===== src/hw/rtl/rdcw_pkg.sv =====
// ----------------------------------------------------------------------------
// rdcw_pkg: shared types and codes for the distinct-count window block
// Holds the fixed field widths, the datapath operation codes, the histogram
// step codes and the command and status structs between controller and
// datapath.
// ----------------------------------------------------------------------------
package rdcw_pkg;

    // Fixed widths of the request and response fields.
    localparam int IDX_W = 10;
    localparam int VAL_W = 10;
    localparam int OUT_W = 11;

    typedef logic [2:0] t_dp_op;
    typedef logic [2:0] t_step;

    // Datapath operations.
    localparam t_dp_op OP_NONE    = 3'd0;
    localparam t_dp_op OP_CLEAR   = 3'd1;
    localparam t_dp_op OP_LOAD    = 3'd2;
    localparam t_dp_op OP_RD_ELEM = 3'd3;
    localparam t_dp_op OP_RD_CNT  = 3'd4;
    localparam t_dp_op OP_UPD     = 3'd5;
    localparam t_dp_op OP_WR_ELEM = 3'd6;
    localparam t_dp_op OP_RESULT  = 3'd7;

    // Kind of histogram step under way.
    localparam t_step STEP_GROW_LO   = 3'd0;
    localparam t_step STEP_GROW_HI   = 3'd1;
    localparam t_step STEP_SHRINK_LO = 3'd2;
    localparam t_step STEP_SHRINK_HI = 3'd3;
    localparam t_step STEP_WR_OLD    = 3'd4;
    localparam t_step STEP_WR_NEW    = 3'd5;

    typedef struct packed {
        t_dp_op op;
        t_step  step;
    } t_cmd;

    typedef struct packed {
        logic clr_done;
        logic is_query;
        logic reversed;
        logic pos_ok;
        logic in_window;
        logic grow_lo;
        logic grow_hi;
        logic shrink_lo;
        logic shrink_hi;
    } t_sts;

endpackage


===== src/hw/rtl/rdcw_ctrl.sv =====
// ----------------------------------------------------------------------------
// rdcw_ctrl: sequencer for the distinct-count window block
// Runs the clearing pass, then steps each request through element reads,
// histogram read-modify-writes, element writes and the response hand-off.
// ----------------------------------------------------------------------------
module rdcw_ctrl (
    input  logic            i_clk,
    input  logic            i_rst_n,
    input  logic            i_req_valid,
    output logic            o_req_ready,
    output logic            o_rsp_valid,
    input  logic            i_rsp_ready,
    input  rdcw_pkg::t_sts  i_sts,
    output rdcw_pkg::t_cmd  o_cmd
);

    localparam logic [2:0] S_CLEAR   = 3'd0;
    localparam logic [2:0] S_IDLE    = 3'd1;
    localparam logic [2:0] S_DECIDE  = 3'd2;
    localparam logic [2:0] S_ELEM    = 3'd3;
    localparam logic [2:0] S_CNT     = 3'd4;
    localparam logic [2:0] S_UPD     = 3'd5;
    localparam logic [2:0] S_WR_ELEM = 3'd6;
    localparam logic [2:0] S_RESULT  = 3'd7;

    logic [2:0]          r_state, n_state;
    rdcw_pkg::t_step     r_step, n_step;
    logic                r_rsp_valid, n_rsp_valid;
    rdcw_pkg::t_cmd      w_cmd;

    always_comb begin
        n_state    = r_state;
        n_step     = r_step;
        w_cmd.op   = rdcw_pkg::OP_NONE;
        w_cmd.step = r_step;
        unique case (r_state)
            S_CLEAR: begin
                w_cmd.op = rdcw_pkg::OP_CLEAR;
                if (i_sts.clr_done) begin
                    n_state = S_IDLE;
                end
            end
            S_IDLE: begin
                if (i_req_valid) begin
                    w_cmd.op = rdcw_pkg::OP_LOAD;
                    n_state  = S_DECIDE;
                end
            end
            S_DECIDE: begin
                if (i_sts.is_query) begin
                    priority if (i_sts.reversed) begin
                        n_state = S_RESULT;
                    end else if (i_sts.grow_lo) begin
                        n_step  = rdcw_pkg::STEP_GROW_LO;
                        n_state = S_ELEM;
                    end else if (i_sts.grow_hi) begin
                        n_step  = rdcw_pkg::STEP_GROW_HI;
                        n_state = S_ELEM;
                    end else if (i_sts.shrink_lo) begin
                        n_step  = rdcw_pkg::STEP_SHRINK_LO;
                        n_state = S_ELEM;
                    end else if (i_sts.shrink_hi) begin
                        n_step  = rdcw_pkg::STEP_SHRINK_HI;
                        n_state = S_ELEM;
                    end else begin
                        n_state = S_RESULT;
                    end
                end else begin
                    priority if (!i_sts.pos_ok) begin
                        n_state = S_IDLE;
                    end else if (i_sts.in_window) begin
                        n_step  = rdcw_pkg::STEP_WR_OLD;
                        n_state = S_ELEM;
                    end else begin
                        n_state = S_WR_ELEM;
                    end
                end
            end
            S_ELEM: begin
                w_cmd.op = rdcw_pkg::OP_RD_ELEM;
                n_state  = S_CNT;
            end
            S_CNT: begin
                w_cmd.op = rdcw_pkg::OP_RD_CNT;
                n_state  = S_UPD;
            end
            S_UPD: begin
                w_cmd.op = rdcw_pkg::OP_UPD;
                if (r_step == rdcw_pkg::STEP_WR_OLD) begin
                    n_step  = rdcw_pkg::STEP_WR_NEW;
                    n_state = S_CNT;
                end else if (r_step == rdcw_pkg::STEP_WR_NEW) begin
                    n_state = S_WR_ELEM;
                end else begin
                    n_state = S_DECIDE;
                end
            end
            S_WR_ELEM: begin
                w_cmd.op = rdcw_pkg::OP_WR_ELEM;
                n_state  = S_IDLE;
            end
            S_RESULT: begin
                if (!r_rsp_valid || i_rsp_ready) begin
                    w_cmd.op = rdcw_pkg::OP_RESULT;
                    n_state  = S_IDLE;
                end
            end
            default: begin
                n_state = S_CLEAR;
            end
        endcase
    end

    always_comb begin
        n_rsp_valid = r_rsp_valid;
        if (w_cmd.op == rdcw_pkg::OP_RESULT) begin
            n_rsp_valid = 1'b1;
        end else if (r_rsp_valid && i_rsp_ready) begin
            n_rsp_valid = 1'b0;
        end
    end

    always_ff @(posedge i_clk) begin
        if (!i_rst_n) begin
            r_state     <= S_CLEAR;
            r_step      <= rdcw_pkg::STEP_GROW_LO;
            r_rsp_valid <= 1'b0;
        end else begin
            r_state     <= n_state;
            r_step      <= n_step;
            r_rsp_valid <= n_rsp_valid;
        end
    end

    assign o_req_ready = (r_state == S_IDLE);
    assign o_rsp_valid = r_rsp_valid;
    assign o_cmd       = w_cmd;

`ifndef SYNTHESIS
    a_ready_after_clear: assert property (@(posedge i_clk) disable iff (!i_rst_n)
        (r_state == S_IDLE) |-> i_sts.clr_done)
        else $error("request ready before the clearing pass finished");

    a_result_sets_valid: assert property (@(posedge i_clk) disable iff (!i_rst_n)
        (w_cmd.op == rdcw_pkg::OP_RESULT) |=> r_rsp_valid)
        else $error("response not presented after result load");

    a_accept_to_decide: assert property (@(posedge i_clk) disable iff (!i_rst_n)
        (i_req_valid && o_req_ready) |=> (r_state == S_DECIDE))
        else $error("accepted request not decoded");
`endif

endmodule


===== config.mk =====
export PLATFORM = sky130hd
export DESIGN_NAME = rdcw_ctrl
export DESIGN_NICKNAME = d
export VERILOG_FILES = /design/src/hw/rtl/rdcw_pkg.sv /design/src/hw/rtl/rdcw_ctrl.sv
export SDC_FILE = /design/constraint.sdc
export NUM_CORES = 1
export LEC_CHECK = 0
export BUFFER_PORTS_ARGS = -buffer_cell sky130_fd_sc_hd__buf_2
export CAP_MARGIN = 40
export CORE_AREA = 2 2 39 41
export DETAILED_ROUTE_END_ITERATION = 16
export DIE_AREA = 0 0 41 43
export HOLD_SLACK_MARGIN = 0.08
export RECOVER_POWER = 25
export SYNTH_ARGS = -nofsm -noshare
export SYNTH_HDL_FRONTEND = slang
export SYNTH_SLANG_ARGS = --single-unit

===== constraint.sdc =====
create_clock -name i_clk -period 1.85 [get_ports i_clk]
set_clock_uncertainty 0.05 [all_clocks]
set_input_delay 0.185 -clock i_clk [delete_from_list [all_inputs] [get_ports i_clk]]
set_output_delay 0.185 -clock i_clk [all_outputs]
set_load 0.005 [all_outputs]

==> flow_summary.toml <==
[logic_synthesis]
synth_cells = 63
synth-seq-cells = 7
synth_area_sq_um = 485.5
syn_area_per_cell_sq_um = 7.706
synth.distinct_cells = 29
ys_seq_area_share_pct = 28.87
syn-num-nets = 76
yosys_warnings = 0

[drt]
routed_wl_um = 1073
vias = 505
first_pass_iters = 3
routedWlPerCell_um = 10.84
drt_iter0_markers = 4
vias_per_cell = 5.101
drc = 0
antenna_left = 0

[cells_and_area]
drive_gt1_share_pct = 28.92
syn_to_final_growth_pct = 25.52
stdcell_count = 99
nets = 97
n_fill_cell = 155
stdcell_area_sq_um = 609.3
antenna_cells = 0

[clock_tree]
cts_setup_buffers = 0
cts_tree = "yes"
clock_latency_ps = 250
cts_max_path_buffers = 2
htree_levels = 1
cts_resized = 0
clock_sinks = 7
cts_root_buf = "clkbuf_4"
hold_buffers = 0
cts_buffers = 3
clk_pin_slew_ps = 50

[worst_setup_path]
reg2reg_depth = 4
worst_ep_required_time_ps = 1620
crit_fanout = 10
criticalPathCategory = "reg -> out"
reg2reg_from = "r_state[2]"
startpoint_type = "flop"
reg2reg_slack_ps = 580
r2r_end = "r_state[1]"
worstSetupEndpointType = "primary output"
arrival_ps = 1330
startpoint = "r_state[2]"

[global_route]
gr-usage-met2_pct = 22.81
overflow = 0
grt.met1_usage_pct = 19.22
grtUsageTotal_pct = 15.52
grtUsageMet3_pct = 6.806
busiest_layer = "met2"
grt_pass1_vias = 454
grt_max_degree = 16
antenna_found_initial = 0
grt_pass1_wl_um = 1849

[status]
status = "finished clean"

[sta]
period_share_pct = 84.60
fin_tns_setup_ps = 0
setup_violations = 0
rsz0062_at_grt = "false"
slew_headroom_pct = 70.72
final_hold_viol_count = 0
worst_pin_slew_ps = 438.6
period_minus_slack_ps = 1565
drv_slew = 0
clock.fmax_ghz = 0.6389

[floorplanning]
fp.dieArea_sq_mm = 0.001763
start_util_pct = 35.08
die_h_um = 43
core_region_area_sq_mm = 0.001384
dieWidth_um = 41
boundaryPins = 21
floorplan.rows = 14

[place]
dpl-instance-area_sq_um = 584.3
post-dp-hpwl_um = 835.6
numPortBuffers = 20
dp_cells = 95
gp_congestion = 0.6994

[power]
p_leak_nw = 0.2729
power_density_mw_per_mm2 = 672.9
ir_drop_uv = 387.7

[hold_path]
hold_depth = 3
holdPathEnd = "r_state[0]"
hp-start = "i_sts[8]"
hold_class = "in -> reg"

[flow_run]
maxCapViolCount = 0
==> critical path: stages, from the launching register on <==
cell and delay (ps):
dfxtp_1 480, inv_1 160, o21ai_0 200, a211oi_1 90
buf_2 150
==> worst max path at each step <==
stage                          end  slack, ps  cells past startpoint
after floorplan           o_cmd[3]        710                      4
after global placement    o_cmd[3]        590                      4
final                     o_cmd[3]        280                      4
after CTS                 o_cmd[3]        280                      4
after global routing      o_cmd[3]        130                      4
after detailed placement  o_cmd[3]        560                      4
==> cells in the mapped netlist, drive strengths merged <==
cell type	count	area share, %
o21ai	4	4.1
nor4	1	2.6
and3	1	1.3
o211a	1	2.1
nand2	6	4.6
inv	1	0.77
dfxtp	7	29
buf	4	4.4
o21a	1	1.5
nand3	3	4.1
o211ai	1	1.5
o22ai	1	1.3
nor2	5	3.9
a21oi	3	3.1
nor3	2	2.1
a211oi	2	3.1
mux2i	3	6.2
nand2b	5	6.4
o41ai	1	1.8
a21boi	2	3.1
nand3b	2	3.1
nand4b	1	1.8
a31oi	2	2.6
nor3b	2	3.1
nor2b	2	2.6
==> per-layer routing <==
metal | up-vias | wire length, um
met5 | - | 0
met4 | 0 | 13
met2 | 18 | 480
met3 | 2 | 81
met1 | 216 | 497
li1 | 269 | -
==> area by class of cell <==
type / count / area, sq um / share of cell area [%]
Clock buffer: 4 / 26.28 / 4.312
Inverter: 1 / 3.754 / 0.6160
Multi-Input combinational cell: 51 / 320.3 / 52.57
Sequential cell: 7 / 140.1 / 23.00
Tap cell: 16 / 20.02 / 3.285
Timing Repair Buffer: 20 / 98.84 / 16.22
==> sequential cells by signal, summed over array words and instances, names as in the netlist <==
name / count
o_rsp_valid: 1
r_state: 3
r_step: 3
==> placed cells by master, fill, tap and decap left out, types with 3 or more instances in the layout <==
| master | instances |
|---|---|
| mux2i_1 | 3 |
| o21ai_0 | 4 |
| nor2_1 | 5 |
| dfxtp_1 | 7 |
| buf_2 | 19 |
| nand2b_1 | 5 |
| nand2_1 | 6 |
| clkbuf_4 | 3 |
| a21oi_1 | 3 |
==> cell families (layout without fill, tap and decap cells) <==
group / after synthesis / after routing / synth area share (%)
DFF: 7 / 7 / 28.87
buffers and inverters: 5 / 25 / 5.154
AOI/OAI and AO/OA: 18 / 18 / 24.23
and+or+nand+nor: 30 / 30 / 35.57
muxes: 3 / 3 / 6.186
==> power breakdown <==
| part | switching (mW) | internal, mW | leakage (nW) |
|---|---|---|---|
| Clock | 0.0608 | 0.0826 | 0.0150 |
| Sequential | 0.0202 | 0.158 | 0.0569 |
| Combinational | 0.0427 | 0.0452 | 0.201 |
==> stage by stage <==
| step | hold WS, ps | utilization, % | total power, mW | setup slack [ps] |
|---|---|---|---|---|
| after floorplan | 301.2 | - | 0.2370 | 710.1 |
| after CTS | 157.4 | 44.12 | 0.4181 | 282.5 |
| after global routing | 172.2 | 44.03 | 0.4466 | 129.3 |
| after global placement | 411.6 | 42.22 | 0.2691 | 590.6 |
| final | 165.2 | 44.03 | 0.4100 | 284.8 |
| after detailed placement | 417.9 | 42.22 | 0.2704 | 562.0 |
Note: power is estimated with default switching activity, not from simulation.
